## config.mk

```make
export PLATFORM = sky130hd
export DESIGN_NAME = packbits_rle_decoder_unit
export DESIGN_NICKNAME = d
export VERILOG_FILES = /design/src/hdl/pbrd_pkg.sv /design/src/hdl/packbits_rle_decoder_unit.sv /design/src/hdl/pbrd_ctrl.sv /design/src/hdl/pbrd_datapath.sv
export SDC_FILE = /design/constraint.sdc
export NUM_CORES = 1
export LEC_CHECK = 0
export BUFFER_PORTS_ARGS = -buffer_cell sky130_fd_sc_hd__buf_4
export CORE_ASPECT_RATIO = 0.8
export CORE_MARGIN = 4
export CORE_UTILIZATION = 61
export DETAILED_ROUTE_END_ITERATION = 7
export GPL_TIMING_DRIVEN = 0
export HOLD_SLACK_MARGIN = 0.12
export PLACE_DENSITY = 0.83
export SKIP_CTS_REPAIR_TIMING = 1
export SLEW_MARGIN = 5
export SYNTH_ARGS = -nofsm -noshare
export SYNTH_HDL_FRONTEND = slang
export SYNTH_HIERARCHICAL = 1
export SYNTH_SLANG_ARGS = --single-unit
```

## constraint.sdc

```tcl
create_clock -name i_clk -period 4.8 [get_ports i_clk]
set_clock_uncertainty 0.05 [all_clocks]
set_input_delay 0.48 -clock i_clk [delete_from_list [all_inputs] [get_ports i_clk]]
set_output_delay 0.48 -clock i_clk [all_outputs]
set_load 0.01 [all_outputs]
```

## src/hdl/pbrd_pkg.sv

```systemverilog
// ----------------------------------------------------------------------------
// pbrd_pkg
// Shared types and constants for the PackBits run-length decoder.
// ----------------------------------------------------------------------------
package pbrd_pkg;

    // field widths
    localparam int BYTE_W  = 8;
    localparam int WORD_W  = 32;
    localparam int CNT_W   = 3;
    localparam int LIT_W   = 7;
    localparam int LANES   = WORD_W / BYTE_W;

    // header code that means no operation
    localparam logic [BYTE_W-1:0] HDR_NOP = 8'h80;

    // input word
    typedef struct packed {
        logic [BYTE_W-1:0] in_byte;
        logic              block_last;
    } t_in_word;

    // output word
    typedef struct packed {
        logic [WORD_W-1:0] data_word;
        logic [CNT_W-1:0]  byte_count;
        logic              run_end;
        logic              block_end;
        logic              truncated;
    } t_out_word;

    // controller to datapath
    typedef struct packed {
        logic load;   // take the input word and set up its results
        logic emit;   // move the next result into the output register
    } t_dp_cmd;

    // datapath to controller
    typedef struct packed {
        logic has_work;   // results still owed for the current word
        logic slot_free;  // output register can take a result this cycle
    } t_dp_sts;

endpackage

```

## src/hdl/packbits_rle_decoder_unit.sv

```systemverilog
// ----------------------------------------------------------------------------
// packbits_rle_decoder_unit
// PackBits decoder: one compressed byte in, packed decoded words out.
// ----------------------------------------------------------------------------
// One compressed byte is taken, then the input stalls until all of its output
// words have been moved into the output register. A header byte yields no word
// (only the truncation word if block_last ends a packet early); a literal byte
// yields one word (two with truncation); a repeat value byte that expands to n
// copies yields ceil(n/4) words, up to 32 for 128 copies. The sequencer takes
// the byte, moves each word through the single output register and then
// returns to idle, and any stall on the output side holds it. Repeat copies are
// packed four to a word, first copy in bits 7:0, unused bytes zero.
module packbits_rle_decoder_unit
    import pbrd_pkg::*;
(
    input  logic      i_clk,
    input  logic      i_rst_n,
    input  logic      i_in_valid,
    output logic      o_in_stall,
    input  t_in_word  i_in_word,
    output logic      o_out_valid,
    input  logic      i_out_stall,
    output t_out_word o_out_word
);

    t_dp_cmd w_cmd;
    t_dp_sts w_sts;

    // sequencer
    pbrd_ctrl u_ctrl (
        .i_clk   (i_clk),
        .i_rst_n (i_rst_n),
        .i_valid (i_in_valid),
        .o_stall (o_in_stall),
        .i_sts   (w_sts),
        .o_cmd   (w_cmd)
    );

    // decode state and output register
    pbrd_datapath u_datapath (
        .i_clk       (i_clk),
        .i_rst_n     (i_rst_n),
        .i_in_word   (i_in_word),
        .i_cmd       (w_cmd),
        .o_sts       (w_sts),
        .o_out_valid (o_out_valid),
        .i_out_stall (i_out_stall),
        .o_out_word  (o_out_word)
    );

endmodule

```

## src/hdl/pbrd_ctrl.sv

```systemverilog
// ----------------------------------------------------------------------------
// pbrd_ctrl
// Sequencer: takes one input word, then drives emission of its results.
// ----------------------------------------------------------------------------
module pbrd_ctrl
    import pbrd_pkg::*;
(
    input  logic    i_clk,
    input  logic    i_rst_n,
    input  logic    i_valid,
    output logic    o_stall,
    input  t_dp_sts i_sts,
    output t_dp_cmd o_cmd
);

    typedef enum logic {
        ST_IDLE,
        ST_RUN
    } t_state;

    t_state r_state;
    logic   r_stall;
    logic   w_accept;

    // input word taken only while idle
    assign w_accept = i_valid && !r_stall;

    // commands to the datapath
    always_comb begin
        o_cmd.load = w_accept;
        o_cmd.emit = (r_state == ST_RUN) && i_sts.has_work && i_sts.slot_free;
    end

    assign o_stall = r_stall;

    // state and registered stall
    always_ff @(posedge i_clk) begin
        if (!i_rst_n) begin
            r_state <= ST_IDLE;
            r_stall <= 1'b0;
        end else begin
            unique case (r_state)
                ST_IDLE: begin
                    if (w_accept) begin
                        r_state <= ST_RUN;
                        r_stall <= 1'b1;
                    end
                end
                ST_RUN: begin
                    if (!i_sts.has_work) begin
                        r_state <= ST_IDLE;
                        r_stall <= 1'b0;
                    end
                end
                default: begin
                    r_state <= ST_IDLE;
                    r_stall <= 1'b0;
                end
            endcase
        end
    end

endmodule

```

## src/hdl/pbrd_datapath.sv

```systemverilog
// ----------------------------------------------------------------------------
// pbrd_datapath
// Packet state, pending result counters and the output register.
// ----------------------------------------------------------------------------
module pbrd_datapath
    import pbrd_pkg::*;
(
    input  logic      i_clk,
    input  logic      i_rst_n,
    input  t_in_word  i_in_word,
    input  t_dp_cmd   i_cmd,
    output t_dp_sts   o_sts,
    output logic      o_out_valid,
    input  logic      i_out_stall,
    output t_out_word o_out_word
);

    typedef enum logic [1:0] {
        PH_HEADER,
        PH_LITERAL,
        PH_REPEAT,
        PH_UNUSED
    } t_phase;

    // packet state
    t_phase            r_phase;
    logic [LIT_W-1:0]  r_lit_left;
    logic [BYTE_W-1:0] r_rep_count;

    // current word being emitted
    logic [BYTE_W-1:0] r_val;
    logic              r_last;
    logic [BYTE_W-1:0] r_left;
    logic              r_trunc_pend;

    // output register
    logic              r_out_valid;
    t_out_word         r_out;

    // next values on load
    t_phase            n_phase;
    logic [LIT_W-1:0]  n_lit_left;
    logic [BYTE_W-1:0] n_rep_count;
    logic [BYTE_W-1:0] n_left;
    logic              n_trunc_pend;

    // next result
    logic [CNT_W-1:0]  w_chunk;
    logic [BYTE_W-1:0] w_left_after;
    logic [WORD_W-1:0] w_word;
    t_out_word         n_out;

    // decode the input word against the packet state
    always_comb begin
        n_phase      = r_phase;
        n_lit_left   = r_lit_left;
        n_rep_count  = r_rep_count;
        n_left       = '0;
        n_trunc_pend = 1'b0;
        unique case (r_phase)
            PH_LITERAL: begin
                n_left = BYTE_W'(1);
                if (r_lit_left != '0) begin
                    n_lit_left   = r_lit_left - LIT_W'(1);
                    n_trunc_pend = i_in_word.block_last;
                end else begin
                    n_phase = PH_HEADER;
                end
            end
            PH_REPEAT: begin
                n_left      = r_rep_count;
                n_phase     = PH_HEADER;
                n_rep_count = '0;
            end
            default: begin
                if (!i_in_word.in_byte[BYTE_W-1]) begin
                    n_lit_left   = i_in_word.in_byte[LIT_W-1:0];
                    n_phase      = PH_LITERAL;
                    n_trunc_pend = i_in_word.block_last;
                end else if (i_in_word.in_byte != HDR_NOP) begin
                    // two's complement negate plus one gives 1 - h
                    n_rep_count  = BYTE_W'(~i_in_word.in_byte) + BYTE_W'(2);
                    n_phase      = PH_REPEAT;
                    n_trunc_pend = i_in_word.block_last;
                end else begin
                    n_phase = PH_HEADER;
                end
            end
        endcase
        // block end returns to the reset state
        if (i_in_word.block_last) begin
            n_phase     = PH_HEADER;
            n_lit_left  = '0;
            n_rep_count = '0;
        end
    end

    // next result: up to four copies, or the truncation marker
    always_comb begin
        w_chunk      = (r_left > BYTE_W'(LANES)) ? CNT_W'(LANES) : CNT_W'(r_left);
        w_left_after = r_left - BYTE_W'(w_chunk);
        for (int i = 0; i < LANES; i++) begin
            w_word[i*BYTE_W +: BYTE_W] = (CNT_W'(i) < w_chunk) ? r_val : '0;
        end
        if (r_left != '0) begin
            n_out.data_word  = w_word;
            n_out.byte_count = w_chunk;
            n_out.run_end    = (w_left_after == '0) && !r_trunc_pend;
            n_out.block_end  = r_last;
            n_out.truncated  = 1'b0;
        end else begin
            n_out.data_word  = '0;
            n_out.byte_count = '0;
            n_out.run_end    = 1'b1;
            n_out.block_end  = 1'b1;
            n_out.truncated  = 1'b1;
        end
    end

    // status
    always_comb begin
        o_sts.has_work  = (r_left != '0) || r_trunc_pend;
        o_sts.slot_free = !r_out_valid || !i_out_stall;
    end

    // packet state and emission counters
    always_ff @(posedge i_clk) begin
        if (!i_rst_n) begin
            r_phase      <= PH_HEADER;
            r_lit_left   <= '0;
            r_rep_count  <= '0;
            r_left       <= '0;
            r_trunc_pend <= 1'b0;
        end else if (i_cmd.load) begin
            r_phase      <= n_phase;
            r_lit_left   <= n_lit_left;
            r_rep_count  <= n_rep_count;
            r_left       <= n_left;
            r_trunc_pend <= n_trunc_pend;
        end else if (i_cmd.emit) begin
            if (r_left != '0) begin
                r_left <= w_left_after;
            end else begin
                r_trunc_pend <= 1'b0;
            end
        end
    end

    // value byte and block flag of the current word
    always_ff @(posedge i_clk) begin
        if (i_cmd.load) begin
            r_val  <= i_in_word.in_byte;
            r_last <= i_in_word.block_last;
        end
    end

    // output register valid
    always_ff @(posedge i_clk) begin
        if (!i_rst_n) begin
            r_out_valid <= 1'b0;
        end else if (i_cmd.emit) begin
            r_out_valid <= 1'b1;
        end else if (!i_out_stall) begin
            r_out_valid <= 1'b0;
        end
    end

    // output register payload
    always_ff @(posedge i_clk) begin
        if (i_cmd.emit) begin
            r_out <= n_out;
        end
    end

    assign o_out_valid = r_out_valid;
    assign o_out_word  = r_out;

endmodule
```

# Word level (Yosys, flattened, before mapping)
# Cells that the tools add are included.
dict set report classes {
  order_cmp 5
  addsub 3
  mux 34
  n_reduce_logical 27
  n_bitwise 2
  eq_ne 12
}
# cell n
set ops {}
lappend ops {{two-way mux 8 bit} 6}
lappend ops {{one-hot mux 8 bit (2 select lines)} 2}
lappend ops {{two-way mux 7 bit} 3}
lappend ops {{AND reduction 2 bit} 8}
lappend ops {{one-hot mux 7 bit (2 select lines)} 1}
lappend ops {{two-way mux 1 bit} 13}
lappend ops {{adder 8 x 2 -> 8 bit, second input constant} 1}
lappend ops {{greater-than comparator 8 x 3 -> 1 bit, second input constant} 1}
lappend ops {{zero test 8 bit} 1}
lappend ops {{two-way mux 2 bit} 4}
lappend ops {{inequality test 2 bit, second input constant} 4}
lappend ops {{inequality test 8 bit, second input constant} 1}
lappend ops {{inverter 8 bit} 1}
lappend ops {{AND reduction 4 bit} 2}
lappend ops {{nonzero test 8 bit} 1}
lappend ops {{subtractor 8 x 3 -> 8 bit} 1}
lappend ops {{nonzero test 7 bit} 1}
lappend ops {{subtractor 7 x 1 -> 7 bit, second input constant} 1}
lappend ops {{< comparator 1 x 3 -> 1 bit, first input constant} 2}
lappend ops {{< comparator 2 x 3 -> 1 bit, first input constant} 2}
lappend ops {{inequality test 3 x 2 -> 1 bit, second input constant} 2}
lappend ops {{one-hot mux 1 bit (2 select lines)} 3}
lappend ops {{nonzero test 3 bit} 2}
lappend ops {{logical AND 1 bit} 4}
lappend ops {{10 further kinds} 16}
dict set report totals {
  elab_cells 101
  regBits 76
  input_bits 13
}

# Logic depth before layout (Yosys ltp)
dict set report depth {
  ltp_word 6
  ltp_mapped 12
}

# Modules after synthesis
# The synthesis kept the hierarchy.
# module seq_area_each_um2 instances cells_each area_each_um2
set by_module_without_submodules {}
lappend by_module_without_submodules {pbrd_datapath 1951.9 1 302 3439.5}
lappend by_module_without_submodules {pbrd_ctrl 40.0 1 11 101.3}

# Worst setup path before layout
# OpenSTA, ideal clock, no wires.
dict set report synth_path {
  path_type {register to register}
  startpoint {reg u_datapath.r_left[4]}
  endpoint {reg u_datapath.r_left[4]}
  n_path_buf 3
  arrival_time_ns 3.063
  stages_incl_launch_ff 12
  slack_ns 1.568
  period_less_slack_ns 3.232
  setup_time_ns 0.119
  path_cell_list {dfxtp_1 buf_6 or4_4 or4_4 buf_6 inv_1 nand2b_1 and3_1 clkbuf_8 a21o_4 o21ai_0 a21oi_1}
}
# element line_no
set synth_rtl {}
lappend synth_rtl {{from (decl)} pbrd_datapath.sv:33} ;# logic [BYTE_W-1:0] r_left;
lappend synth_rtl {{from (signal assigned)} pbrd_datapath.sv:138} ;# r_left <= n_left;
lappend synth_rtl {{from (signal assigned)} pbrd_datapath.sv:142} ;# r_left <= w_left_after;

==> results.cfg <==
[finish]
syn_to_final_growth_pct = 20.5
stdcell_area_sq_um = 4270
diodes = 0
final_common_cell = buf_4
final.fill_count = 396
drive_gt1_frac = 0.276
fin_nets = 395
instances_no_fill = 458
mostFrequentLayoutCells = 53 x buf_4, 47 x edfxtp_1, 29 x dfxtp_1

[placed_design]
hpwl_um = 5280
dp.cells = 443
gp_congestion = 0.875
port_buffers = 52
placed_area_sq_um = 4030

[floorplan]
initial_core_util = 0.641
core-area_sq_um = 5530
die-width_um = 93.2
dieArea_sq_um = 7100
row_count = 24
pin_count = 53
dieHeight_um = 76.1

[logic_synthesis]
yosys_register_bits = 76
ys_seq_area_frac = 0.563
synthCells = 313
synth_fp_nets = 332
synth_cell_types = 63
syn_area_per_cell_sq_um = 11.3
yosysWarnings = 6
synth_ff_type = edfxtp_1
synthArstFlopShare = 0
synth_edf_count = 47
synth.cell_area_sq_um = 3540

[pwr]
p_sw_uw = 520
p_leak_nw = 1.62
seq_power_share = 0.446
power_frac_comb = 0.248
ir_drop_v = 0.000270
p_int_mw = 1.34
power.density_nw_per_um2 = 437
power.share.clock = 0.306
p_sw_frac = 0.279

[detailed_routing]
drt-vias-per-instance = 5.86
vias = 2684
drc_errors = 0
wl_per_cell_um = 16.5
dr.pass1.iters = 5
antenna_left = 0
first_iter_violations = 202
finalWirelength_um = 7550

[critical_path]
reg2reg_depth = 11
cp_max_fo = 39
worstPathRequired_ns = 4.98
crit_path_end_kind = flop
startpoint_type = flop
worstSetupStartpoint = u_datapath/r_left[4]$_SDFFE_PN0P_
path_class = flop to flop
worstReg2RegStart = u_datapath/r_left[4]$_SDFFE_PN0P_
crit_arrival_ns = 3.51

[min_path]
whs_path_depth = 1
hold_path.class = input pin to flop
hp-start = i_in_word[1]

[cts]
cts_tree = built
clock_sinks = 76
htreeDepth = 3
clk_pin_slew_ns = 0.08
tritoncts.num_buffers = 9
clock_latency_ns = 0.34
clock-root-buffer = clkbuf_8
cts_buffer_depth = 2

[timing]
worst_pin_slew_ns = 0.947
finalCritPeriodShare = 0.692
final_hold_viol_count = 0
drv_slew = 0
setup_violations = 0
tns_ns = 0
rsz0062_at_grt = no
hold_slack_ns = 0.297
maxSlewHeadroom = 0.367
max_clock_freq_mhz = 301
fin_crit_ns = 3.32

[global_routing]
grt_pass1_vias = 2433
grt_use_total = 0.221
grt_pass1_wl_um = 12200
gr-total-overflow = 0
grt_max_degree = 40
grt_antenna_before_repair = 0

[job]
max_cap_viol_count = 0

[outcome]
outcome = completed
[sequential cells by signal, indices dropped and copies added (netlist names), 2 cells and up]
name,count
u_datapath/o_out_word,38
u_datapath/r_left,8
u_datapath/r_lit_left,7
u_datapath/r_phase,2
u_datapath/r_rep_count,8
u_datapath/r_val,8
[cells in the mapped netlist, drive strengths merged (4+ instances only)]
cell	instances	share of area
a31oi	6	0.015
a21oi	17	0.025
a31o	6	0.015
xnor2	6	0.015
or4	4	0.011
ha	6	0.021
o21ai	16	0.023
dfxtp	29	0.16
nor2b	12	0.021
edfxtp	47	0.40
inv	14	0.015
clkbuf	6	0.013
nand3b	4	0.0085
nand2b	5	0.0088
nor3	12	0.017
nand2	22	0.023
a22o	8	0.020
nor2	16	0.017
buf	7	0.018
and2	27	0.051
[cell type report]
type | instances | area, sq um | share of cell area
inverter | 15 | 56.3 | 0.0132
clock inverter | 6 | 113 | 0.0264
clock buffer | 9 | 124 | 0.0290
tap | 78 | 97.6 | 0.0229
buffer | 13 | 111 | 0.0261
sequential | 76 | 1990 | 0.467
multi-input combinational | 209 | 1380 | 0.324
timing repair buffer | 52 | 390 | 0.0915
[power by group through the flow]
stage	Clock (mW)	Sequential (mW)	Combinational, mW
global route	0.610	0.839	0.505
detailed placement	0	0.845	0.455
finish	0.571	0.831	0.463
global placement	0	0.844	0.444
floorplan	0	0.862	0.278
CTS	0.580	0.831	0.459
[worst paths after layout]
check	end	slack [ns]
worst min-delay path	u_datapath/r_val[0]$_DFFE_PP_	0.30
worst max register to register	u_datapath/r_left[2]$_SDFFE_PN0P_	1.48
worst min register to register	u_datapath/r_left[6]$_SDFFE_PN0P_	0.42
worst max-delay path	u_datapath/r_left[2]$_SDFFE_PN0P_	1.48
[critical path: stages, from the launching register on]
cell and delay [ns]:
dfxtp_1 0.31, buf_6 0.13, or4_4 0.52, or4_4 0.49
buf_6 0.15, inv_1 0.15, nand2b_1 0.12, and3_2 0.50
clkbuf_8 0.31, a21o_4 0.23, o21ai_0 0.17, a21oi_1 0.06
[metrics by stage]
| step | power [mW] | setup WS (ns) | util |
|---|---|---|---|
| 6_report | 1.86 | 1.48 | 0.772 |
| 5_1_grt | 1.95 | 1.28 | 0.772 |
| 4_1_cts | 1.87 | 1.49 | 0.772 |
| 3_5_place_dp | 1.30 | 1.53 | 0.729 |
| 3_3_place_gp | 1.29 | 1.16 | 0.729 |
| 2_1_floorplan | 1.14 | 1.57 | - |
[cell families (layout without fill, tap and decap cells)]
group,after synthesis,count (layout),synth area share
fa+ha+maj,6,6,0.0212
xor+xnor,8,8,0.0198
mux,3,3,0.00883
simple gates,118,118,0.191
compound gates,73,73,0.148
buf+inv,28,95,0.0473
other cells,1,1,0.00106
flops,76,76,0.563
[routing by layer]
metal	global-route usage	part of all wire	routed length, um
met1	0.294	0.42	3160
met2	0.355	0.48	3610
met3	0.0612	0.091	683
met4	0.0600	0.012	89
met5	0	0	0
Note: power is estimated with default switching activity, not from simulation.
